## src/design/lbp_pkg.sv

```systemverilog
// Shared types, constants and helpers of the lifetime-aware buffer packer.
`timescale 1ns / 1ps
`default_nettype none
package lbp_pkg;

	localparam int MAX_BUFFERS_DEF = 32;
	localparam int ALIGN_W         = 5;
	localparam logic [ALIGN_W-1:0] ALIGN_RESET = 5'd8;
	localparam logic [ALIGN_W-1:0] ALIGN_MAX   = 5'd16;
	localparam int SIZE_W  = 32;
	localparam int USE_W   = 16;
	localparam int OFF_W   = 40;
	localparam int IDX_W   = 6;
	localparam int CNT_W   = 7;
	localparam int SC_W    = 8;

	typedef struct packed {
		logic              have;
		logic [SIZE_W-1:0] size;
		logic [IDX_W-1:0]  idx;
	} pick_t;

	// broadcast from the sequencer to every cell
	typedef struct packed {
		logic              load;
		logic [SIZE_W-1:0] ld_size;
		logic [USE_W-1:0]  ld_first;
		logic [USE_W-1:0]  ld_last;
		logic [CNT_W-1:0]  count;
		logic [IDX_W-1:0]  cur_idx;
		logic [USE_W-1:0]  cur_first;
		logic [USE_W-1:0]  cur_last;
		logic              tok_step;
		logic              tok_clr;
		logic              wr_cur;
		logic [OFF_W-1:0]  wr_off;
		logic [OFF_W:0]    wr_end;
		logic              clr_marks;
		logic [OFF_W-1:0]  probe_lo;
		logic [OFF_W:0]    probe_hi;
	} cell_ctrl_t;

	typedef struct packed {
		pick_t             pick;
		logic              tok;
		logic              cur;
		logic              cand_vld;
		logic [OFF_W-1:0]  off_sel;
		logic [OFF_W-1:0]  end_sel;
		logic [USE_W-1:0]  first_sel;
		logic [USE_W-1:0]  last_sel;
		logic              clash;
	} cell_stat_t;

	function automatic logic [OFF_W-1:0] round_up(input logic [OFF_W-1:0] v,
			input logic [ALIGN_W-1:0] lg);
		logic [OFF_W-1:0] mask;
		mask = (OFF_W'(1) << lg) - OFF_W'(1);
		return (v + mask) & ~mask;
	endfunction

endpackage
`default_nettype wire

```

## src/design/lbp_cell.sv

```systemverilog
// One buffer slot: descriptor, placement, pick-chain stage and token stage.
`timescale 1ns / 1ps
`default_nettype none
module lbp_cell #(
	parameter int IDX = 0
) (
	input  wire                 clk,
	input  wire                 arst_n,
	input  lbp_pkg::cell_ctrl_t ctrl,
	input  lbp_pkg::pick_t      pick_in,
	input  wire                 tok_in,
	output lbp_pkg::cell_stat_t stat
);
	import lbp_pkg::*;

	logic [SIZE_W-1:0] size_q;
	logic [USE_W-1:0]  first_q;
	logic [USE_W-1:0]  last_q;
	logic [OFF_W-1:0]  off_q;
	logic [OFF_W:0]    end_q;
	logic              placed_q;
	logic              tok_q;
	pick_t             pick_q;
	logic              active;
	logic              is_cur;
	logic              live_ovl;
	logic              range_ovl;

	assign active = CNT_W'(IDX) < ctrl.count;
	assign is_cur = active && (ctrl.cur_idx == IDX_W'(IDX));

	always_ff @(posedge clk) begin
		if (ctrl.load && ctrl.count == CNT_W'(IDX)) begin
			size_q  <= ctrl.ld_size;
			first_q <= ctrl.ld_first;
			last_q  <= ctrl.ld_last;
		end
		if (ctrl.wr_cur && is_cur) begin
			off_q <= ctrl.wr_off;
			end_q <= ctrl.wr_end;
		end
	end

	always_ff @(posedge clk or negedge arst_n) begin
		if (!arst_n) begin
			placed_q <= 1'b0;
			tok_q    <= 1'b0;
			pick_q   <= '0;
		end else begin
			if (ctrl.clr_marks)
				placed_q <= 1'b0;
			else if (ctrl.wr_cur && is_cur)
				placed_q <= 1'b1;
			if (ctrl.tok_clr)
				tok_q <= 1'b0;
			else if (ctrl.tok_step)
				tok_q <= tok_in;
			// running max: strict compare keeps the lower index on equal sizes
			if (active && !placed_q && (!pick_in.have || size_q > pick_in.size))
				pick_q <= '{have: 1'b1, size: size_q, idx: IDX_W'(IDX)};
			else
				pick_q <= pick_in;
		end
	end

	assign live_ovl  = !(last_q < ctrl.cur_first || ctrl.cur_last < first_q);
	assign range_ovl = !(ctrl.probe_hi <= {1'b0, off_q} || end_q <= {1'b0, ctrl.probe_lo});

	always_comb begin
		stat.pick      = pick_q;
		stat.tok       = tok_q;
		stat.cur       = is_cur;
		stat.cand_vld  = tok_q && active && placed_q;
		stat.off_sel   = tok_q ? off_q : '0;
		stat.end_sel   = tok_q ? end_q[OFF_W-1:0] : '0;
		stat.first_sel = is_cur ? first_q : '0;
		stat.last_sel  = is_cur ? last_q : '0;
		stat.clash     = active && placed_q && live_ovl && range_ovl;
	end

endmodule
`default_nettype wire

```

## config.mk

```make
export PLATFORM = sky130hd
export DESIGN_NAME = lbp_cell
export DESIGN_NICKNAME = d
export VERILOG_FILES = /design/src/design/lbp_pkg.sv /design/src/design/lbp_cell.sv
export SDC_FILE = /design/constraint.sdc
export NUM_CORES = 1
export LEC_CHECK = 0
export BUFFER_PORTS_ARGS = -buffer_cell sky130_fd_sc_hd__buf_2
export CORE_AREA = 2 2 184 186
export DETAILED_ROUTE_END_ITERATION = 6
export DIE_AREA = 0 0 186 188
export SYNTH_ARGS = -nofsm -noshare
export SYNTH_HDL_FRONTEND = slang
export SYNTH_SLANG_ARGS = --single-unit
```

## constraint.sdc

```tcl
create_clock -name clk -period 4.55 [get_ports clk]
set_clock_uncertainty 0.15 [all_clocks]
set_input_delay 1.1375 -clock clk [delete_from_list [all_inputs] [get_ports clk]]
set_output_delay 1.1375 -clock clk [all_outputs]
set_load 0.005 [all_outputs]
```

==> key figures, run 1 <==
Floorplanning
  • Die height: around 190 um
  • Area of the core region: about 33000 sq um
  • Effective utilization at floorplan: 31.10%
  • Die Area: 34970 sq um
  • Boundary Pins: 473
  • Die X-Extent: 186 um
  • Row Count: 67

Route
  • Number of DRC violations after detailed-routing iteration 0: about 330
  • Overall via count from detail_route: about 8300
  • First-pass detailed-route iteration total: 4
  • Final routed DRC violation total: 0
  • Met3 wire length: 2512 um
  • Vias per cell: between 4 and 5
  • ANT nets after route: 0
  • Total length of routed wires: approximately 31000 um
  • Highest routed layer: met5
  • Wire per inst: 17.11 um
  • Met1 wire length: 12180 um
  • Routed wire length on met2: around 16000 um

Finish
  • Net count of the finished layout: ~1800
  • Area added between synthesis and finish: 36.52%
  • Area used by multi-input combinational logic: around 4400 sq um
  • Count of fill cells added during filler insertion: approximately 3200
  • Sequential cell area: between 5000 and 6000 sq um
  • Share of final-layout standard cells stronger than drive strength 1: 41.96%

Yosys
  • Async S/R FF share, synth: 22.04%
  • Syn Area/Cell: 11.81 sq um
  • Count of distinct cell types in the synthesized netlist: between 40 and 50
  • Instance count of the mapped netlist: between 800 and 900
  • Seq/Total Area, Yosys: between 50% and 60%
  • Yosys reg bits: roughly 190
  • Synthesized Nets: 1332
  • Yosys warning count: 0
  • Number of flops mapped to enable cells by yosys: 145
  • Synthesized cell area: around 10000 sq um
  • Main synth FF type: sky130_fd_sc_hd__edfxtp_1

STA
  • Crit path time final: between 4000 and 5000 ps
  • Max Freq: 223.4 MHz
  • Total negative setup slack: 0 ps
  • Worst-case hold slack: approximately 370 ps
  • Transition at the pin with the smallest max-transition slack: 1055 ps
  • Hold Vio Cnt, Final: 0
  • Final max-slew violation count: 0
  • Post-route worst setup slack: 72.98 ps
  • Portion of the clock cycle consumed by the worst path in the final layout: slightly below 100%
  • Count of final setup violators: 0
  • Normalized max-slew margin: between 20% and 30%

Clock tree
  • Clock tree from TritonCTS: done
  • Clock-pin transition on the worst setup and hold timing paths: approximately 80 ps
  • Buffers from clock root to sink, at most: 2
  • TritonCTS Sinks: roughly 190
  • Root buffer selected by CTS: sky130_fd_sc_hd__clkbuf_16
  • TritonCTS buffer count: 17
  • H-tree depth: 4
  • Number of buffers added to fix hold violations after cts: 0
  • Clock latency of the later-clocked register in the worst-skew pair: 460 ps

Min path
  • Hold worst-path end: stat[138]$_DFF_PN0_
  • Cells on Worst Hold Path: 1
  • Startpoint of the lowest-slack hold path: size_q[16]$_DFFE_PP_
  • Hold Path Class: reg2reg

Worst setup path
  • Crit start category: input pin
  • Critical path class: in2out
  • R2R Path End: stat[123]$_DFF_PN0_
  • R2r setup slk: about 1600 ps
  • Highest net fanout along the worst path: 2
  • Reg2Reg Launch Point: size_q[29]$_DFFE_PP_
  • Number of cell instances on the worst register-to-register path: 9
  • Critical path required time: 3260 ps
  • CP arrival: between 3000 and 4000 ps
  • Worst setup EP type: output port

Status
  • Outcome: finished clean

Placement
  • Final estimated routing congestion in global placement: between 0.8 and 0.9
  • Number of port buffers: between 400 and 500
  • Detail Placement HPWL: approximately 25000 um
  • Minimum setup slack after placement: -241.8 ps

Power and ir drop
  • Maximum VDD drop: 230.0 uV
  • Standby leakage power: between 7 and 8 nW
  • Pwr/cell area: between 200 and 300 nW/um^2

GRT
  • Number of antenna violations at the first check in global routing: 5
  • Overall global routing resource usage: between 10% and 20%
  • Wire length of the first global-routing pass: 44840 um
  • Maximum number of pins on one net before global-route repair: 65
  • GRT Residual Overflow: 0
  • Vias in the first global route: around 8200

Flow run
  • Max-Cap Viols: 0
[placed cells by master, fill, tap and decap left out, types with 3 or more instances in the layout]
cell type / netlist / layout
sky130_fd_sc_hd__a2111oi_2: 2 / 4
sky130_fd_sc_hd__a211o_1: 4 / 4
sky130_fd_sc_hd__a211oi_1: 8 / 7
sky130_fd_sc_hd__a21o_1: 10 / 10
sky130_fd_sc_hd__a21oi_1: 50 / 47
sky130_fd_sc_hd__a21oi_2: 0 / 3
sky130_fd_sc_hd__and2_1: 120 / 119
sky130_fd_sc_hd__buf_12: 0 / 3
sky130_fd_sc_hd__buf_2: 0 / 472
sky130_fd_sc_hd__buf_4: 3 / 14
sky130_fd_sc_hd__clkbuf_16: 0 / 17
sky130_fd_sc_hd__clkinv_8: 0 / 3
sky130_fd_sc_hd__dfrtp_1: 41 / 40
sky130_fd_sc_hd__diode_2: 0 / 3
sky130_fd_sc_hd__edfxtp_1: 145 / 145
sky130_fd_sc_hd__ha_1: 142 / 135
sky130_fd_sc_hd__ha_4: 0 / 7
sky130_fd_sc_hd__inv_1: 145 / 145
sky130_fd_sc_hd__inv_6: 0 / 6
sky130_fd_sc_hd__mux2_2: 18 / 18
sky130_fd_sc_hd__mux2_4: 14 / 14
sky130_fd_sc_hd__nand2_1: 23 / 22
sky130_fd_sc_hd__nand3_1: 14 / 14
sky130_fd_sc_hd__nand4_1: 25 / 25
sky130_fd_sc_hd__nor2_1: 19 / 19
sky130_fd_sc_hd__nor2b_1: 3 / 3
sky130_fd_sc_hd__nor3_1: 7 / 7
sky130_fd_sc_hd__nor4_1: 6 / 3
sky130_fd_sc_hd__o211ai_1: 3 / 3
sky130_fd_sc_hd__o21a_1: 5 / 5
sky130_fd_sc_hd__o21ai_0: 22 / 21
[synthesized netlist by cell type (4+ instances only)]
cell type / count / share of area [%]
sky130_fd_sc_hd__and2_1: 120 / 7.3
sky130_fd_sc_hd__nor4_1: 6 / 0.36
sky130_fd_sc_hd__o21ai_0: 22 / 1.1
sky130_fd_sc_hd__nor2_1: 19 / 0.69
sky130_fd_sc_hd__nand3_1: 14 / 0.68
sky130_fd_sc_hd__a21o_1: 10 / 0.73
sky130_fd_sc_hd__mux2_4: 14 / 2.0
sky130_fd_sc_hd__ha_1: 142 / 17
sky130_fd_sc_hd__dfrtp_1: 41 / 10
sky130_fd_sc_hd__nand4_1: 25 / 1.5
sky130_fd_sc_hd__edfxtp_1: 145 / 42
sky130_fd_sc_hd__nor3_1: 7 / 0.34
sky130_fd_sc_hd__clkbuf_1: 12 / 0.44
sky130_fd_sc_hd__a21oi_1: 50 / 2.4
sky130_fd_sc_hd__inv_1: 145 / 5.3
sky130_fd_sc_hd__o21a_1: 5 / 0.36
sky130_fd_sc_hd__nand2_1: 23 / 0.84
sky130_fd_sc_hd__a211o_1: 4 / 0.34
sky130_fd_sc_hd__a211oi_1: 8 / 0.58
sky130_fd_sc_hd__mux2_2: 18 / 2.0
[worst max-delay path: stages]
cell	delay, ps
sky130_fd_sc_hd__buf_2	110
sky130_fd_sc_hd__ha_1	290
sky130_fd_sc_hd__nand4_1	170
sky130_fd_sc_hd__nor4_4	80
sky130_fd_sc_hd__a221o_1	310
sky130_fd_sc_hd__a211o_1	300
sky130_fd_sc_hd__a2111oi_2	350
sky130_fd_sc_hd__o311a_1	230
sky130_fd_sc_hd__nor4_2	60
sky130_fd_sc_hd__buf_2	140
[sequential cells by signal, indices dropped and copies added, names as in the netlist]
| name | flops |
|---|---|
| end_q | 41 |
| first_q | 16 |
| last_q | 16 |
| off_q | 40 |
| placed_q | 1 |
| size_q | 32 |
| stat | 39 |
| tok_q | 1 |
[stage by stage]
| stage | power [W] | cells | utilization (%) | cell area [sq um] |
|---|---|---|---|---|
| finish | 0.003851 | 1826 | 42.46 | 14060 |
| global route | 0.004026 | 1824 | 42.44 | 14050 |
| CTS | 0.003901 | 1821 | 42.00 | 13910 |
| detailed placement | 0.002341 | 1789 | 40.13 | 13290 |
| global placement | 0.002332 | 1789 | 40.13 | 13290 |
| floorplan | 0.002095 | 872 | - | 10300 |
[where the power goes]
part	internal (W)	leakage [nW]	switching, W
Sequential	0.00186	1.79	0.0000139
Clock	0.000788	0.296	0.000753
Combinational	0.000237	4.94	0.000202
Total	0.00288	7.03	0.000969
[repair_timing]
item	4_1_cts	5_1_grt
resized for setup	5	17
buffers inserted	0	2
pin swaps	0	6
setup endpoints to repair	1	1
[how the worst max path moves through the flow]
stage | depth (start not counted) | slack [ps] | to | start
finish | 10 | 70 | stat[0] | ctrl[17]
global route | 10 | -30 | stat[0] | ctrl[17]
CTS | 10 | 40 | stat[0] | ctrl[12]
detailed placement | 13 | -240 | stat[0] | ctrl[51]
global placement | 13 | -260 | stat[0] | ctrl[51]
floorplan | 3 | 0.5 | end_q[0]$_DFFE_PP_ | ctrl[199]
[logic make-up after synthesis]
group | synth area share, %
buf+inv | 6.305
simple gates | 12.84
compound gates | 7.253
flops | 52.24
fa+ha+maj | 17.25
mux | 4.106
[routing by layer]
| metal | vias up | GRT usage (%) |
|---|---|---|
| met5 | - | 0 |
| met4 | 4 | 5.179 |
| met3 | 46 | 6.079 |
| met2 | 320 | 31.00 |
| met1 | 3852 | 19.02 |
| li1 | 4059 | - |
[final cells by class]
cell class	count	area share, %
diodes	3	0.05340
clock buffers	17	3.026
clock inverters	15	1.264
inverters	145	3.871
multi-input cells	523	31.55
flip-flops and latches	186	38.28
well taps	448	3.987
repair buffers	489	17.98
No activity file was read; power rests on OpenSTA's default activity.
==> run 2: changes to the inputs <==
Settings changed: MAX_ROUTING_LAYER from default to met4.
==> run 2 against run 1 <==
Net effect:
- utilization about the same
- via count shrank 0.12%
- register-to-register slack is essentially flat
- die area unchanged
- total power about the same
- non-clock buffer count unchanged
- hold slack about the same
- critical path depth unchanged
==> key figures, run 2 (same netlist as run 1, synthesis figures left out) <==
Clock tree
  • Clock latency of the later-clocked register in the worst-skew pair: 460 ps (about the same)
  • Clock-pin transition on the worst setup and hold timing paths: 70 ps (about the same)
  • H-tree depth: 4 (unchanged)
  • Clock tree from TritonCTS: done
  • Root buffer selected by CTS: sky130_fd_sc_hd__clkbuf_16
  • TritonCTS buffer count: 17 (unchanged)
  • TritonCTS Sinks: 186 (unchanged)
  • Number of buffers added to fix hold violations after cts: 0 (unchanged)
  • Buffers from clock root to sink, at most: 2 (unchanged)

STA
  • Crit path time final: 4478 ps (+1.075 ps)
  • Max Freq: 223.3 MHz (about the same)
  • Hold Vio Cnt, Final: 0 (unchanged)
  • Normalized max-slew margin: 29.50% (-0.14 points)
  • Transition at the pin with the smallest max-transition slack: 1058 ps (+2.070 ps)
  • Final max-slew violation count: 0 (unchanged)
  • Count of final setup violators: 0 (unchanged)
  • Portion of the clock cycle consumed by the worst path in the final layout: 98.42% (about the same)

GRT
  • GRT Residual Overflow: 0 (unchanged)
  • GR met1 Demand/Resource: 19.07% (+0.049 points)
  • GR peak layer: met2
  • Number of antenna violations at the first check in global routing: 5 (unchanged)
  • Wire length of the first global-routing pass: 44740 um (-0.22%)
  • Met2 global-route usage: 31.03% (about the same)
  • Global-route track usage on met3: 5.943% (-0.14 points)
  • Overall global routing resource usage: 17.80% (+0.51 points)
  • Vias in the first global route: 8227 (+0.30%)
  • Maximum number of pins on one net before global-route repair: 65 (unchanged)

Worst setup path
  • Cell-by-cell trace of the critical path: buf_2 > ha_1 > nand4_1 > nor4_4 > a221o_1 > a211o_1 > a2111oi_2 > o311a_1 > nor4_2 > buf_2
  • CP max stage delay: 350 ps (about the same)
  • Cell with the largest stage delay on the worst path: sky130_fd_sc_hd__a2111oi_2
  • Critical path required time: 3260 ps (about the same)
  • Crit start category: input pin
  • Gate family responsible for the most delay along the worst path: compound AO/OA/AOI/OAI gates
  • Critical path class: in2out
  • Buffer and inverter count on the worst path: 2 (unchanged)
  • Worst setup EP type: output port
  • Critical Path Most Common Cell: sky130_fd_sc_hd__buf_2
  • Highest net fanout along the worst path: 2 (unchanged)
  • CP arrival: 3190 ps (about the same)

Floorplanning
  • Boundary Pins: 473 (unchanged)
  • Die X-Extent: 186 um (unchanged)
  • Area of the core region: 33110 sq um (unchanged)
  • Die Area: 34970 sq um (unchanged)
  • Die height: 188 um (unchanged)
  • Effective utilization at floorplan: 31.10% (unchanged)
  • Row Count: 67 (unchanged)

Power and ir drop
  • Maximum VDD drop: 231.5 uV (+0.63%)
  • Pwr/cell area: 274.1 nW/um^2 (about the same)
  • Total power: 0.003855 W (about the same)
  • Standby leakage power: 7.031 nW (about the same)

Placement
  • Final estimated routing congestion in global placement: 0.8930 (+1.7%)
  • Number of port buffers: 472 (unchanged)
  • Detail Placement HPWL: 25490 um (unchanged)

Route
  • Vias per cell: 4.525 (-0.23%)
  • ANT nets after route: 0 (unchanged)
  • Number of DRC violations after detailed-routing iteration 0: 329 (+1.2%)
  • Final routed DRC violation total: 0 (unchanged)
  • Overall via count from detail_route: 8271 (-0.12%)
  • First-pass detailed-route iteration total: 4 (unchanged)
  • Total length of routed wires: 31320 um (+0.26%)
  • Wire per inst: 17.13 um (+0.15%)

Finish
  • Sequential cell area: 5381 sq um (unchanged)
  • Commonest non-fill, non-tap cell in the layout: sky130_fd_sc_hd__buf_2
  • Register containing the most flip-flops in the final layout: end_q
  • Most frequent cells in the layout: sky130_fd_sc_hd__buf_2, sky130_fd_sc_hd__inv_1, sky130_fd_sc_hd__edfxtp_1, sky130_fd_sc_hd__ha_1, sky130_fd_sc_hd__and2_1
  • Area used by multi-input combinational logic: 4436 sq um (unchanged)
  • Count of fill cells added during filler insertion: 3177 (-0.031%)
  • Area added between synthesis and finish: 36.57% (about the same)
  • Max FFs per register: 41 (unchanged)
  • Net count of the finished layout: 1822 (unchanged)
  • Share of final-layout standard cells stronger than drive strength 1: 41.96% (unchanged)
  • Final core utilization: 42.48% (about the same)

Status
  • Outcome: finished clean

Flow run
  • Max-Cap Viols: 0 (unchanged)

Min path
  • Hold Path Class: reg2reg
-- run 2: timing repair --
item,in CTS,in global routing
setup endpoints to repair,1,1
setup buffers,0,2
gates resized for setup,5,17
pin swaps,0,6
-- run 2: area by class of cell --
class | count | share of cell area [%]
flip-flops and latches | 186 | 38.26
multi-input cells | 523 | 31.54
repair buffers | 489 | 17.97
well taps | 448 | 3.985
inverters | 145 | 3.870
clock buffers | 17 | 3.025
clock inverters | 15 | 1.263
diodes | 5 | 0.08896
-- run 2: path summary, 6_finish.rpt --
check	startpoint	endpoint	slack, ps	cells past startpoint
setup / recovery	ctrl[17]	stat[0]	70	10
hold / removal	size_q[16]$_DFFE_PP_	stat[138]$_DFF_PN0_	370	1
setup reg to reg	size_q[29]$_DFFE_PP_	stat[123]$_DFF_PN0_	1580	9
hold reg to reg	size_q[16]$_DFFE_PP_	stat[138]$_DFF_PN0_	370	1
max in group asynchronous	arst_n	tok_q$_DFFE_PN0P_	2810	1
min in group asynchronous	arst_n	stat[140]$_DFF_PN0_	720	1
-- run 2: stage by stage --
step	setup TNS (ps)	area, sq um	worst slack [ps]	hold WS, ps	instances
after floorplan	0	10300	0.5307	330.7	872
after global placement	-258.7	13290	-258.7	347.2	1789
after detailed placement	-241.8	13290	-241.8	349.6	1789
after CTS	0	13910	36.38	370.7	1821
after global routing	-31.45	14060	-31.45	384.6	1828
final	0	14060	71.91	367.6	1828
-- run 2: power breakdown --
part           internal (W)  switching [W]
Sequential          0.00186      0.0000139
Combinational      0.000237       0.000203
Clock              0.000788       0.000756
Total               0.00288       0.000972
-- run 2: routing by layer --
metal / up-vias / wire, um
met3: 46 / 2472
met5: - / 0
met2: 319 / 15870
li1: 4058 / -
met4: 0 / 659
met1: 3848 / 12320
